[config.mk]
export PLATFORM = sky130hd
export DESIGN_NAME = one_wire_bus_master_top
export DESIGN_NICKNAME = d
export VERILOG_FILES = /design/src/design/owm_pkg.sv /design/src/design/owm_in_stage.sv /design/src/design/owm_ctrl.sv /design/src/design/owm_out_stage.sv /design/src/design/one_wire_bus_master_top.sv
export VERILOG_INCLUDE_DIRS = /design/src /design/src/design
export SDC_FILE = /design/constraint.sdc
export NUM_CORES = 1
export LEC_CHECK = 0
export BUFFER_PORTS_ARGS = -buffer_cell sky130_fd_sc_hd__clkbuf_2
export CAP_MARGIN = 0
export CORE_MARGIN = 3
export CORE_UTILIZATION = 40
export CTS_CLUSTER_SIZE = 10
export DETAILED_ROUTE_END_ITERATION = 7
export SYNTH_ARGS = -nofsm -noshare
export SYNTH_HDL_FRONTEND = slang
export SYNTH_SLANG_ARGS = --single-unit
[constraint.sdc]
create_clock -name aclk -period 5.4 [get_ports aclk]
set_clock_uncertainty 0.15 [all_clocks]
set_input_delay 1.35 -clock aclk [delete_from_list [all_inputs] [get_ports aclk]]
set_output_delay 1.35 -clock aclk [all_outputs]
set_load 0.005 [all_outputs]
[src/design/one_wire_bus_master_top_assert.svh]
// ----------------------------------------------------------------------------
// One-wire bus master assertion macros
// Short forms for the concurrent checks at the end of the top level.
// ----------------------------------------------------------------------------
`ifndef ONE_WIRE_BUS_MASTER_TOP_ASSERT_SVH
`define ONE_WIRE_BUS_MASTER_TOP_ASSERT_SVH

// same-cycle implication, cleared during reset
`define OWM_ASSERT_NOW(lbl, ante, cons, msg) \
    lbl: assert property (@(posedge aclk) disable iff (!aresetn) (ante) |-> (cons)) \
        else $error(msg);

// next-cycle implication, cleared during reset
`define OWM_ASSERT_NEXT(lbl, ante, cons, msg) \
    lbl: assert property (@(posedge aclk) disable iff (!aresetn) (ante) |=> (cons)) \
        else $error(msg);

`endif

[src/design/owm_pkg.sv]
// ----------------------------------------------------------------------------
// One-wire bus master package
// Shared types, constants and helper functions.
// ----------------------------------------------------------------------------
package owm_pkg;

    localparam int TICK_COUNT_WIDTH = 10;
    localparam int TICK_REACH       = 1 << TICK_COUNT_WIDTH;
    localparam int LIM_W            = TICK_COUNT_WIDTH + 1;
    localparam int CMP_W            = 17;
    localparam int CFG_W            = 10;
    localparam int CFG_IDX_W        = 2;

    localparam logic [7:0] CRC_POLY = 8'h8C;

    localparam logic [CFG_W-1:0] RESET_LOW_DEFAULT    = 10'd500;
    localparam logic [CFG_W-1:0] PRESENCE_SMP_DEFAULT = 10'd100;
    localparam logic [CFG_W-1:0] PRESENCE_TAIL_DEFAULT = 10'd400;
    localparam logic [CFG_W-1:0] SLOT_DEFAULT         = 10'd50;

    localparam logic [CFG_IDX_W-1:0] CFG_RESET_LOW     = 2'd0;
    localparam logic [CFG_IDX_W-1:0] CFG_PRESENCE_SMP  = 2'd1;
    localparam logic [CFG_IDX_W-1:0] CFG_PRESENCE_TAIL = 2'd2;
    localparam logic [CFG_IDX_W-1:0] CFG_SLOT          = 2'd3;

    localparam logic [1:0] FUNC_RESET = 2'd0;
    localparam logic [1:0] FUNC_WRITE = 2'd1;
    localparam logic [1:0] FUNC_READ  = 2'd2;

    typedef enum logic [4:0] {
        PH_IDLE  = 5'b00001,
        PH_RLOW  = 5'b00010,
        PH_RREL  = 5'b00100,
        PH_RTAIL = 5'b01000,
        PH_SLOT  = 5'b10000
    } phase_t;

    // one tick request, as carried on the input channel
    typedef struct packed {
        logic       line_level;
        logic [7:0] cmd_data;
        logic [1:0] func;
        logic       cmd_valid;
    } cmd_t;

    // one tick result, packed lowest field in the lowest bits
    typedef struct packed {
        logic [3:0] pad;
        logic [7:0] crc;
        logic [7:0] read_data;
        logic       presence;
        logic       done_res;
        logic       busy_res;
        logic       drive_low;
    } res_t;

    function automatic logic [LIM_W-1:0] clamp_ticks(logic [CFG_W-1:0] v,
                                                     logic [CFG_W-1:0] lo);
        logic [CMP_W-1:0] vx;
        vx = CMP_W'(v);
        if (v < lo) begin
            return LIM_W'(lo);
        end
        if (vx > CMP_W'(TICK_REACH)) begin
            return LIM_W'(TICK_REACH);
        end
        return LIM_W'(v);
    endfunction

    function automatic logic [7:0] crc_fold(logic [7:0] crc, logic [7:0] data);
        logic [7:0] c;
        c = crc ^ data;
        for (int i = 0; i < 8; i++) begin
            c = c[0] ? ((c >> 1) ^ CRC_POLY) : (c >> 1);
        end
        return c;
    endfunction

endpackage

[src/design/owm_in_stage.sv]
// ----------------------------------------------------------------------------
// One-wire bus master input register
// Holds one tick request until the bus controller consumes it.
// ----------------------------------------------------------------------------
module owm_in_stage (
    input  logic          aclk,
    input  logic          aresetn,
    input  logic          s_tvalid,
    output logic          s_tready,
    input  logic [15:0]   s_tdata,   // [0] cmd_valid, [8:1] cmd_data, [9] line_level
    input  logic [1:0]    s_tuser,   // [1:0] func
    input  logic          advance,
    output logic          item_valid,
    output owm_pkg::cmd_t item
);
    import owm_pkg::*;

    logic valid_reg;
    cmd_t item_reg;

    assign s_tready   = !valid_reg || advance;
    assign item_valid = valid_reg;
    assign item       = item_reg;

    always_ff @(posedge aclk) begin
        if (!aresetn) begin
            valid_reg <= 1'b0;
        end else if (s_tready) begin
            valid_reg <= s_tvalid;
        end
    end

    always_ff @(posedge aclk) begin
        if (s_tvalid && s_tready) begin
            item_reg.cmd_valid  <= s_tdata[0];
            item_reg.cmd_data   <= s_tdata[8:1];
            item_reg.line_level <= s_tdata[9];
            item_reg.func       <= s_tuser;
        end
    end

endmodule

[src/design/owm_ctrl.sv]
// ----------------------------------------------------------------------------
// One-wire bus master controller
// Timing registers, bus phase sequencer, shift byte and CRC-8 accumulator.
// ----------------------------------------------------------------------------
module owm_ctrl (
    input  logic                            aclk,
    input  logic                            aresetn,
    input  logic                            cfg_we,
    input  logic [owm_pkg::CFG_IDX_W-1:0]   cfg_index,
    input  logic [owm_pkg::CFG_W-1:0]       cfg_data,
    input  logic                            advance,
    input  owm_pkg::cmd_t                   item,
    output owm_pkg::res_t                   res
);
    import owm_pkg::*;

    localparam int TCW = TICK_COUNT_WIDTH;

    logic [CFG_W-1:0] low_cfg_reg, smp_cfg_reg, tail_cfg_reg, slot_cfg_reg;

    phase_t         phase_reg, phase_next;
    logic [TCW-1:0] tick_reg, tick_next;
    logic [2:0]     bit_reg, bit_next;
    logic [7:0]     shift_reg, shift_next;
    logic           present_reg, present_next;
    logic [7:0]     crc_reg, crc_next;
    logic [1:0]     kind_reg, kind_next;
    logic [7:0]     last_read_reg, last_read_next;

    logic [LIM_W-1:0] low_n, smp_n, tail_n, slot_n, limit, tick_inc;
    logic             last, reading, drive, busy, done;
    phase_t           ph;

    assign low_n  = clamp_ticks(low_cfg_reg, 10'd1);
    assign smp_n  = clamp_ticks(smp_cfg_reg, 10'd1);
    assign tail_n = clamp_ticks(tail_cfg_reg, 10'd0);
    assign slot_n = clamp_ticks(slot_cfg_reg, 10'd2);

    always_ff @(posedge aclk) begin
        if (!aresetn) begin
            low_cfg_reg  <= RESET_LOW_DEFAULT;
            smp_cfg_reg  <= PRESENCE_SMP_DEFAULT;
            tail_cfg_reg <= PRESENCE_TAIL_DEFAULT;
            slot_cfg_reg <= SLOT_DEFAULT;
        end else if (cfg_we) begin
            case (cfg_index)
                CFG_RESET_LOW:     low_cfg_reg  <= cfg_data;
                CFG_PRESENCE_SMP:  smp_cfg_reg  <= cfg_data;
                CFG_PRESENCE_TAIL: tail_cfg_reg <= cfg_data;
                CFG_SLOT:          slot_cfg_reg <= cfg_data;
                default: ;
            endcase
        end
    end

    always_comb begin
        ph             = phase_reg;
        tick_next      = tick_reg;
        bit_next       = bit_reg;
        shift_next     = shift_reg;
        present_next   = present_reg;
        crc_next       = crc_reg;
        kind_next      = kind_reg;
        last_read_next = last_read_reg;
        drive          = 1'b0;
        busy           = 1'b0;
        done           = 1'b0;
        reading        = 1'b0;

        // take a new command only while idle; func 3 is dropped
        if (phase_reg == PH_IDLE && item.cmd_valid && item.func inside {FUNC_RESET,
                FUNC_WRITE, FUNC_READ}) begin
            kind_next = item.func;
            tick_next = '0;
            bit_next  = '0;
            if (item.func == FUNC_RESET) begin
                ph       = PH_RLOW;
                crc_next = '0;
            end else begin
                ph         = PH_SLOT;
                shift_next = (item.func == FUNC_WRITE) ? item.cmd_data : 8'h00;
            end
        end

        case (ph)
            PH_RLOW:  limit = low_n;
            PH_RREL:  limit = smp_n;
            PH_RTAIL: limit = tail_n;
            default:  limit = slot_n;
        endcase
        tick_inc = LIM_W'(tick_next) + LIM_W'(1);
        last     = (tick_inc >= limit);
        phase_next = ph;

        case (ph)
            PH_RLOW: begin
                busy  = 1'b1;
                drive = 1'b1;
                if (last) begin
                    phase_next = PH_RREL;
                    tick_next  = '0;
                end else begin
                    tick_next = tick_inc[TCW-1:0];
                end
            end
            PH_RREL: begin
                busy = 1'b1;
                if (last) begin
                    present_next = !item.line_level;
                    tick_next    = '0;
                    if (!item.line_level && tail_n != '0) begin
                        phase_next = PH_RTAIL;
                    end else begin
                        phase_next = PH_IDLE;
                        done       = 1'b1;
                    end
                end else begin
                    tick_next = tick_inc[TCW-1:0];
                end
            end
            PH_RTAIL: begin
                busy = 1'b1;
                if (last) begin
                    phase_next = PH_IDLE;
                    tick_next  = '0;
                    done       = 1'b1;
                end else begin
                    tick_next = tick_inc[TCW-1:0];
                end
            end
            PH_SLOT: begin
                busy    = 1'b1;
                reading = (kind_next == FUNC_READ);
                if (tick_next == '0) begin
                    drive = 1'b1;
                end else if (!reading) begin
                    // hold low through the middle ticks for a 0 bit
                    drive = (tick_inc < slot_n) && !shift_next[bit_next];
                end else if (tick_next == TCW'(1)) begin
                    shift_next = {item.line_level, shift_next[7:1]};
                end
                if (last) begin
                    tick_next = '0;
                    if (bit_next == 3'd7) begin
                        if (reading) begin
                            last_read_next = shift_next;
                            crc_next       = crc_fold(crc_next, shift_next);
                        end
                        bit_next   = '0;
                        phase_next = PH_IDLE;
                        done       = 1'b1;
                    end else begin
                        bit_next = bit_next + 3'd1;
                    end
                end else begin
                    tick_next = tick_inc[TCW-1:0];
                end
            end
            default: begin
                phase_next = PH_IDLE;
            end
        endcase

        res.pad       = '0;
        res.drive_low = drive;
        res.busy_res  = busy;
        res.done_res  = done;
        res.presence  = present_next;
        res.read_data = last_read_next;
        res.crc       = crc_next;
    end

    always_ff @(posedge aclk) begin
        if (!aresetn) begin
            phase_reg     <= PH_IDLE;
            tick_reg      <= '0;
            bit_reg       <= '0;
            shift_reg     <= '0;
            present_reg   <= 1'b0;
            crc_reg       <= '0;
            kind_reg      <= '0;
            last_read_reg <= '0;
        end else if (advance) begin
            phase_reg     <= phase_next;
            tick_reg      <= tick_next;
            bit_reg       <= bit_next;
            shift_reg     <= shift_next;
            present_reg   <= present_next;
            crc_reg       <= crc_next;
            kind_reg      <= kind_next;
            last_read_reg <= last_read_next;
        end
    end

endmodule

[src/design/owm_out_stage.sv]
// ----------------------------------------------------------------------------
// One-wire bus master result register
// Holds one tick result until the receiver takes it.
// ----------------------------------------------------------------------------
module owm_out_stage (
    input  logic          aclk,
    input  logic          aresetn,
    input  logic          load,
    input  owm_pkg::res_t res,
    output logic          free,
    output logic          m_tvalid,
    input  logic          m_tready,
    output logic [23:0]   m_tdata   // [0] drive_low, [1] busy_res, [2] done_res,
                                    // [3] presence, [11:4] read_data, [19:12] crc
);
    import owm_pkg::*;

    logic valid_reg;
    res_t res_reg;

    assign free     = !valid_reg || m_tready;
    assign m_tvalid = valid_reg;
    assign m_tdata  = res_reg;

    always_ff @(posedge aclk) begin
        if (!aresetn) begin
            valid_reg <= 1'b0;
        end else if (free) begin
            valid_reg <= load;
        end
    end

    always_ff @(posedge aclk) begin
        if (load) begin
            res_reg <= res;
        end
    end

endmodule

[src/design/one_wire_bus_master_top.sv]
// ----------------------------------------------------------------------------
// One-wire bus master top level
// Tick-driven single-wire bus master with presence detect and CRC-8.
// ----------------------------------------------------------------------------
// Usage:
//   Each request on the s_ channel is one bus tick (nominally 1 us): it carries
//   an optional command (func in s_tuser) and the sampled line level. Every
//   request yields exactly one result on the m_ channel with the drive_low
//   level for that tick, busy/done flags, the last presence answer, the last
//   read byte and the running CRC-8.
//   A request passes an input register, then the sequencer logic feeding the
//   result register. Throughput is one tick per cycle while m_tready stays
//   high. Timing registers are written through cfg_we/cfg_index/cfg_data
//   when idle; the user must keep to this, the block does not enforce it.
//   Reset (aresetn low, synchronous) empties both registers, returns the
//   sequencer to idle, clears presence, read byte and CRC, and loads the
//   default timings (500/100/400/50 ticks).
//   When m_tready is low the result is held; one more request is taken into
//   the input register, after which s_tready drops until the result moves.
// ----------------------------------------------------------------------------
module one_wire_bus_master_top (
    input  logic                          aclk,
    input  logic                          aresetn,
    input  logic                          s_tvalid,
    output logic                          s_tready,
    input  logic [15:0]                   s_tdata,   // [0] cmd_valid, [8:1] cmd_data,
                                                     // [9] line_level
    input  logic [1:0]                    s_tuser,   // [1:0] func
    output logic                          m_tvalid,
    input  logic                          m_tready,
    output logic [23:0]                   m_tdata,   // [0] drive_low, [1] busy_res,
                                                     // [2] done_res, [3] presence,
                                                     // [11:4] read_data, [19:12] crc
    input  logic                          cfg_we,
    input  logic [owm_pkg::CFG_IDX_W-1:0] cfg_index,
    input  logic [owm_pkg::CFG_W-1:0]     cfg_data
);
    import owm_pkg::*;

    cmd_t item;
    res_t res;
    logic item_valid, out_free, advance;

    assign advance = item_valid && out_free;

    owm_in_stage u_in (
        .aclk       (aclk),
        .aresetn    (aresetn),
        .s_tvalid   (s_tvalid),
        .s_tready   (s_tready),
        .s_tdata    (s_tdata),
        .s_tuser    (s_tuser),
        .advance    (advance),
        .item_valid (item_valid),
        .item       (item)
    );

    owm_ctrl u_ctrl (
        .aclk      (aclk),
        .aresetn   (aresetn),
        .cfg_we    (cfg_we),
        .cfg_index (cfg_index),
        .cfg_data  (cfg_data),
        .advance   (advance),
        .item      (item),
        .res       (res)
    );

    owm_out_stage u_out (
        .aclk     (aclk),
        .aresetn  (aresetn),
        .load     (advance),
        .res      (res),
        .free     (out_free),
        .m_tvalid (m_tvalid),
        .m_tready (m_tready),
        .m_tdata  (m_tdata)
    );

`include "one_wire_bus_master_top_assert.svh"

    `OWM_ASSERT_NOW(a_done_busy, m_tvalid && m_tdata[2], m_tdata[1],
        "done without busy")
    `OWM_ASSERT_NOW(a_drive_busy, m_tvalid && m_tdata[0], m_tdata[1],
        "line driven while not busy")
    `OWM_ASSERT_NOW(a_full_stall, item_valid && m_tvalid && !m_tready, !s_tready,
        "request taken with both stages full")
    `OWM_ASSERT_NEXT(a_advance_out, advance, m_tvalid,
        "advanced tick produced no result")

endmodule

== Word level (Yosys, flattened, before mapping) ==
Index checks and enable logic that the tools add are counted.

* $add $sub $neg: 2
* Multiply operators: 0
* Divide/modulo/power cells: 0
* $lt $le $gt $ge: 7
* Equal/unequal tests: 13
* Shifts and indexed selects: 0
* Multiplexer cells: 70
* Bitwise gates (word level): 9
* Reduce and logical (&&, ||, !) cells: 22

{| class="wikitable"
|+ Operators with widths
! kind !! count
|-
| two-way mux 8 bit || 26
|-
| two-way mux 11 bit || 8
|-
| two-way mux 5 bit || 7
|-
| one-hot mux 11 bit (3 select lines) || 1
|-
| < comparator 10 x 1 -> 1 bit (second input constant) || 3
|-
| two-way mux 10 bit || 3
|-
| NOT 2 -> 3 bit || 8
|-
| one-hot mux 5 bit (4 select lines) || 1
|-
| two-way mux 1 bit || 15
|-
| two-way mux 3 bit || 4
|-
| adder 10 x 1 -> 11 bit (second input constant) || 1
|-
| >= comparator 11 bit || 1
|-
| < comparator 11 bit || 1
|-
| nonzero test 11 bit || 1
|-
| equality test 10 x 1 -> 1 bit (second input constant) || 1
|-
| logical NOT 10 bit || 1
|-
| < comparator 10 x 2 -> 1 bit (second input constant) || 1
|-
| equality test 2 bit (second input constant) || 4
|-
| AND reduction 2 bit || 4
|-
| bitwise XOR 8 bit || 1
|-
| logical AND 1 bit || 6
|-
| equality test 5 x 1 -> 1 bit (second input constant) || 1
|-
| equality test 5 x 2 -> 1 bit (second input constant) || 1
|-
| equality test 5 x 3 -> 1 bit (second input constant) || 1
|-
| other kinds (16) || 22
|}

* Register bits after elaboration: 119
* Bits in latches: 0
* Bits in writable memories: 0
* ROM bits: 0
* Memories: 0

== Depth between registers and ports, before layout ==
Gate-level depths: netlist (run 1).

* Depth after elaboration: 30
* Depth in mapped cells: 19
* Depth with buffers taken out: 17

== Hierarchy ==
From an unflattened synthesis (run 1), not the netlist that was laid out.

* Cell total of the unflattened synthesis: 791
* Area total of the unflattened synthesis: 6977.9 um^2

{| class="wikitable"
|+ By module, submodules not included
! module !! instances !! cells an instance !! area an instance (um^2)
|-
| owm_ctrl || 1 || 745 || 5784.3
|-
| owm_out_stage || 1 || 28 || 769.5
|-
| owm_in_stage || 1 || 17 || 417.9
|-
| one_wire_bus_master_top || 1 || 1 || 6.3
|}

== Least setup slack after synthesis (run 1) ==
No wires, ideal clock.

* Path type: reg-to-reg
* Start: reg u_ctrl.phase_reg[1]
* End: reg u_out.res_reg (netlist bit u_out.m_tdata[15]) (data pin)
* Setup time: 263 ps
* Data arrival time: 3640 ps
* Data required time: 4987 ps
* Setup slack: 1346 ps
* Cell stages (with the launch flop): 17
* Path buffers: 3
* Cell sequence: dfxtp_1 > or3_1 > or4_1 > clkbuf_1 > a22oi_1 > nand2_1 > clkbuf_1 > nor2_1 > a21oi_1 > a221oi_1 > ha_1 > nor2b_1 > o2111ai_1 > a31o_2 > a21o_1 > clkbuf_1 > mux2_2

{| class="wikitable"
|+ RTL lines
! element !! RTL line !! RTL
|-
| from (decl) || owm_ctrl.sv:21 || <nowiki>phase_t phase_reg, phase_next;</nowiki>
|-
| from (signal assigned) || owm_ctrl.sv:184 || <nowiki>phase_reg <= phase_next;</nowiki>
|-
| to (signal assigned) || owm_out_stage.sv:35 || <nowiki>res_reg <= res;</nowiki>
|-
| to (decl) || owm_out_stage.sv:19 || <nowiki>res_t res_reg;</nowiki>
|}

==> results.py, run 1 <==
metrics = {
    "critical_path": {
        "required_ps": 5560,
        "crit_path_end_kind": "flip-flop",
        "arrival_ps": 4980,
        "reg2reg_slack_ps": 580,
        "crit_type": "reg -> reg",
        "startpoint_type": "flip-flop",
        "crit_fanout": 17,
    },
    "drt": {
        "via_count": 5742,
        "drt-initial-drc-count": 451,
        "route.detailed.drc": 0,
        "viasPerCell": 5.575,
        "wirelength_um": 16970,
        "ant_nets": 0,
        "drtPass1Iterations": 5,
        "wl_per_cell_um": 16.47,
    },
    "logic_synthesis": {
        "yosys_warnings": 0,
        "synth_common_cells": "nand2_1, dfxtp_1, a21oi_1",
        "synth_top_area_cell": "dfxtp_1",
        "seq_area_frac_synth": 0.4163,
        "synthArstFlopShare": 0,
        "synth_area_sq_um": 6492,
        "yosys.area.top_type_share": 0.2683,
        "synth_cell_types": 62,
        "synthFlopType": "dfxtp_1",
        "netlist_instances": 762,
        "synth_most_common_cell": "nand2_1",
        "synth.avg_cell_area_sq_um": 8.520,
        "ys_top_cells_by_area": "dfxtp_1, edfxtp_1, nand2_1",
        "ys_seq_elements": 119,
        "synth_edf_count": 32,
    },
    "clocking": {
        "numClockSinks": 119,
        "post_cts_resized": 0,
        "clk_latency_ps": 430,
        "htree_num_levels": 4,
        "cts_buffers": 17,
        "cts_buffer_depth": 2,
        "hold_buffers": 0,
        "path_clk_slew_ps": 60,
        "root_buffer": "clkbuf_16",
        "cts_setup_buffers": 0,
        "tritoncts": "built",
    },
    "placement": {
        "gp_congestion": 0.8986,
        "dp_hpwl_um": 12250,
        "port_buffers": 50,
        "dp_cells": 998,
    },
    "global_route": {
        "grt_max_degree": 37,
        "grt_pass1_wl_um": 27600,
        "overflow": 0,
        "grt_pass1_vias": 5579,
        "track_usage": 0.1933,
        "antenna_found_initial": 0,
    },
    "run_status": {
        "status": "finished, final reports clean",
    },
    "sta": {
        "setup_viol": 0,
        "max_freq_mhz": 207.6,
        "worst_slew_pin_slew_ps": 1179,
        "hold_viol": 0,
        "setup_tns_ps": 0,
        "slew_viol_final": 0,
        "fin_crit_sh": 0.8921,
        "slew_headroom": 0.2125,
        "rsz0062_at_grt": "false",
        "finalCriticalPeriod_ps": 4817,
    },
    "final_layout": {
        "multi_input_area_sq_um": 3531,
        "regArea_sq_um": 2703,
        "areaGrowthSynthToFinish_pct": 17.59,
        "fin_nets": 865,
        "drive_above_1_share": 0.1380,
        "stdcell_count": 1030,
        "fill_cells": 1513,
        "largest_register_ff_count": 20,
        "antennaDiodeCount": 0,
    },
    "floorplan": {
        "ios": 61,
        "start_util": 0.4178,
        "coreArea_sq_um": 15540,
        "fp.dieH_um": 133.4,
        "die_area_sq_um": 17800,
        "rows": 45,
        "die_width_um": 133.4,
    },
    "power_and_ir_drop": {
        "p_per_area_nw_per_um2": 332.9,
        "vdd_drop_max_mv": 0.2373,
        "static-leakage-power_nw": 3.126,
    },
    "hold_path": {
        "hold_class": "reg -> reg",
    },
    "flow_run": {
        "drv_cap": 0,
    },
}
## logic make-up (layout without fill, tap and decap cells)
logic type | count (synthesis) | in the layout | share of synthesized area
compound gates | 179 | 179 | 0.1786
simple gates | 316 | 316 | 0.2303
flops | 119 | 119 | 0.4163
mux | 24 | 24 | 0.03931
other cells | 1 | 4 | 0.0005776
buf+inv | 67 | 121 | 0.04201
fa+ha+maj | 24 | 24 | 0.04625
xor+xnor | 32 | 32 | 0.04664
## per-stage QoR
step | setup slack [ps] | power [mW] | instance area (sq um) | hold slack, ps | util
finish | 582.7 | 2.542 | 7635 | 311.4 | 0.4913
global placement | 681.8 | 1.252 | 6962 | 295.6 | 0.4480
detailed placement | 648.6 | 1.259 | 6962 | 306.8 | 0.4480
floorplan | 1346 | 1.178 | 6504 | 285.8 | -
global route | 233.7 | 2.632 | 7635 | 336.0 | 0.4913
CTS | 600.5 | 2.558 | 7635 | 315.1 | 0.4913
## layout make-up
cell class	instances	share of cell area
clock buffer	18	0.05621
clock inverter	14	0.03196
inverter	21	0.01032
multi-input combinational	579	0.4625
sequential	119	0.3540
tap	211	0.03458
timing repair buffer	68	0.05048
## critical path, stage by stage (launching register included)
cell	delay, ps
dfxtp_1	360
or3_1	430
or4_1	510
a22oi_1	230
nand2_1	320
buf_4	290
nor2_1	90
a21oi_1	50
a221oi_1	280
ha_1	300
o21a_1	170
o211ai_1	190
a31o_2	200
a21o_1	500
buf_4	250
o21ai_0	130
o211a_1	240
## path summary, 6_finish.rpt
path                                          endpoint                                from  cells past startpoint
setup / recovery  u_ctrl.last_read_reg[6]$_SDFFE_PN0P_    u_ctrl.phase_reg[1]$_SDFFE_PN0P_                     16
hold / removal      u_ctrl.low_cfg_reg[0]$_SDFFE_PN0P_  u_ctrl.low_cfg_reg[0]$_SDFFE_PN0P_                      2
setup reg to reg  u_ctrl.last_read_reg[6]$_SDFFE_PN0P_    u_ctrl.phase_reg[1]$_SDFFE_PN0P_                     16
hold reg to reg     u_ctrl.low_cfg_reg[0]$_SDFFE_PN0P_  u_ctrl.low_cfg_reg[0]$_SDFFE_PN0P_                      2
## routing by layer
| layer | routed length (um) | vias to the layer above | track usage |
|---|---|---|---|
| li1 | - | 2788 | - |
| met1 | 7292 | 2744 | 0.2341 |
| met2 | 8329 | 166 | 0.3276 |
| met3 | 802 | 44 | 0.04683 |
| met4 | 545 | 0 | 0.08457 |
| met5 | 0 | - | 0 |
## cells in the final DEF (no fill, tap or decap), drive strengths merged, types with 5 or more instances in the layout
| master | instances |
|---|---|
| a211o | 7 |
| clkbuf | 68 |
| bufinv | 6 |
| a211oi | 9 |
| a21o | 5 |
| dfxtp | 87 |
| nor4 | 7 |
| a21oi | 73 |
| and2 | 13 |
| edfxtp | 32 |
| nand3 | 38 |
| o211a | 8 |
| mux2i | 21 |
| nand2b | 14 |
| nor2b | 6 |
| o21ai | 33 |
| a221oi | 10 |
| and3 | 6 |
| or4 | 5 |
| nor2 | 52 |
| ha | 24 |
| a31oi | 7 |
| buf | 18 |
| nand2 | 137 |
| xor2 | 11 |
| xnor2 | 20 |
| or3 | 6 |
| inv | 23 |
| nor3b | 7 |
| nor3 | 8 |
| and4 | 6 |
## power by group
part | internal [mW] | switching (mW)
clock network | 0.869 | 0.430
registers | 0.956 | 0.0245
logic | 0.101 | 0.161
(Power assumes the default switching activity.)
==> run 2: changes to the inputs <==
--- a/config.mk
+++ b/config.mk
@@ -9,9 +9,10 @@
 export BUFFER_PORTS_ARGS = -buffer_cell sky130_fd_sc_hd__clkbuf_2
 export CAP_MARGIN = 0
 export CORE_MARGIN = 3
-export CORE_UTILIZATION = 40
+export CORE_UTILIZATION = 60
 export CTS_CLUSTER_SIZE = 10
 export DETAILED_ROUTE_END_ITERATION = 7
+export PLACE_DENSITY = 0.81
 export SYNTH_ARGS = -nofsm -noshare
 export SYNTH_HDL_FRONTEND = slang
 export SYNTH_SLANG_ARGS = --single-unit
==> run 2 against run 1 <==
  * Total power down 4.6%
  * Die area down 32%
  * Maximum frequency down 2.3%
  * Core utilization up 22 points
  * Combinational power about the same
  * Register-to-register slack worse by 120 ps
  * Critical path depth down 1
  * Cell count down 8.0%
  * Count of clock-buffer cells in the layout unchanged
  * Clock power down 9%
  * Flip-flop and latch count unchanged
  * Sequential share of layout area up 0.97 points
  * Highest routed layer unchanged
==> results.py, run 2 (synthesized netlist as in run 1, its figures left out) <==
metrics = {
    "floorplan": {
        "die_area_sq_um": 12110,
        "rows": 37,
        "coreArea_sq_um": 10420,
        "ios": 61,
        "start_util": 0.6233,
        "die_width_um": 110.0,
        "fp.dieH_um": 110.0,
    },
    "power_and_ir_drop": {
        "p_per_area_nw_per_um2": 326.3,
        "static-leakage-power_nw": 3.066,
        "vdd_drop_max_mv": 0.2477,
        "power_mw": 2.425,
    },
    "global_route": {
        "antenna_found_initial": 0,
        "overflow": 0,
        "grt_pass1_wl_um": 27540,
        "grt_pass1_vias": 5639,
        "grt_max_degree": 36,
        "track_usage": 0.2947,
    },
    "sta": {
        "slew_viol_final": 0,
        "setup_tns_ps": 0,
        "finalCriticalPeriod_ps": 4933,
        "fin_crit_sh": 0.9135,
        "hold_viol": 0,
        "worst_slew_pin_slew_ps": 1262,
        "rsz0062_at_grt": "false",
        "max_freq_mhz": 202.7,
        "slew_headroom": 0.1577,
        "whs_ps": 312.5,
        "fin_ws_ps": 467.2,
        "setup_viol": 0,
    },
    "clocking": {
        "numClockSinks": 119,
        "hold_buffers": 0,
        "root_buffer": "clkbuf_8",
        "clk_latency_ps": 550,
        "post_cts_resized": 0,
        "cts_setup_buffers": 0,
        "tritoncts": "built",
        "path_clk_slew_ps": 60,
        "cts_buffers": 17,
        "htree_num_levels": 4,
        "cts_buffer_depth": 2,
    },
    "drt": {
        "wl_per_cell_um": 18.06,
        "drtPass1Iterations": 6,
        "drt-initial-drc-count": 542,
        "route.detailed.drc": 0,
        "viasPerCell": 6.280,
        "wirelength_um": 17120,
        "ant_nets": 0,
        "via_count": 5953,
    },
    "critical_path": {
        "arrival_ps": 5150,
        "startpoint_type": "flip-flop",
        "crit_path_end_kind": "flip-flop",
        "crit_fanout": 15,
        "required_ps": 5620,
        "crit_type": "reg -> reg",
    },
    "final_layout": {
        "stdcell_area_sq_um": 7432,
        "final_cell_mix": "nand2_1, dfxtp_1, a21oi_1",
        "fin_util": 0.7135,
        "antennaDiodeCount": 0,
        "drive_above_1_share": 0.1305,
        "fin_nets": 858,
        "largest_register_ff_count": 20,
        "mostFrequentLayoutCell": "nand2_1",
        "stdcell_count": 948,
        "areaGrowthSynthToFinish_pct": 14.47,
    },
    "placement": {
        "dp_hpwl_um": 11550,
        "dpl_worst_slack_ps": 623.4,
        "dp_cells": 916,
        "dpl-instance-area_sq_um": 6815,
        "port_buffers": 50,
        "gp_congestion": 0.9088,
    },
    "flow_run": {
        "drv_cap": 0,
    },
    "run_status": {
        "status": "finished, final reports clean",
    },
    "hold_path": {
        "hold_class": "reg -> reg",
    },
}
==> run 2: power by group <==
part | switching [mW] | internal (mW) | leakage (nW) | total [mW]
logic | 0.162 | 0.0997 | 1.76 | 0.261
registers | 0.0281 | 0.956 | 1.01 | 0.984
clock network | 0.426 | 0.754 | 0.294 | 1.18
==> run 2: critical path: stages (launching register included) <==
cell	delay, ps
edfxtp_1	700
a211oi_1	220
nand2_1	330
nand2_1	170
inv_1	90
ha_1	180
nand3_1	170
nor4_1	710
xnor2_1	220
ha_1	340
o211ai_1	90
a31o_2	270
a21oi_1	530
mux2_2	420
nor2_1	90
a211oi_1	50
==> run 2: per-layer routing <==
metal / track usage / wire [um] / vias to the layer above
li1: - / - / 2786
met1: 0.3543 / 6596 / 2794
met2: 0.5004 / 8651 / 311
met3: 0.07688 / 1337 / 62
met4: 0.1211 / 537 / 0
met5: 0 / 0 / -
==> run 2: final timing paths <==
path / start / endpoint / slack (ps) / depth (start not counted)
worst max register to register: u_in.item[1]$_DFFE_PP_ / u_ctrl.crc_reg[4]$_SDFFE_PN0P_ / 470 / 15
worst min register to register: u_ctrl.low_cfg_reg[0]$_SDFFE_PN0P_ / u_ctrl.low_cfg_reg[0]$_SDFFE_PN0P_ / 310 / 2
worst max-delay path: u_in.item[1]$_DFFE_PP_ / u_ctrl.crc_reg[4]$_SDFFE_PN0P_ / 470 / 15
worst min-delay path: u_ctrl.low_cfg_reg[0]$_SDFFE_PN0P_ / u_ctrl.low_cfg_reg[0]$_SDFFE_PN0P_ / 310 / 2
==> run 2: final cells by class <==
class	count	area, sq um
clock buffer	18	417.9
clock inverter	14	198.9
fill	825	2984
inverter	21	78.83
multi-input combinational	579	3531
sequential	119	2703
tap	136	170.2
timing repair buffer	61	332.8
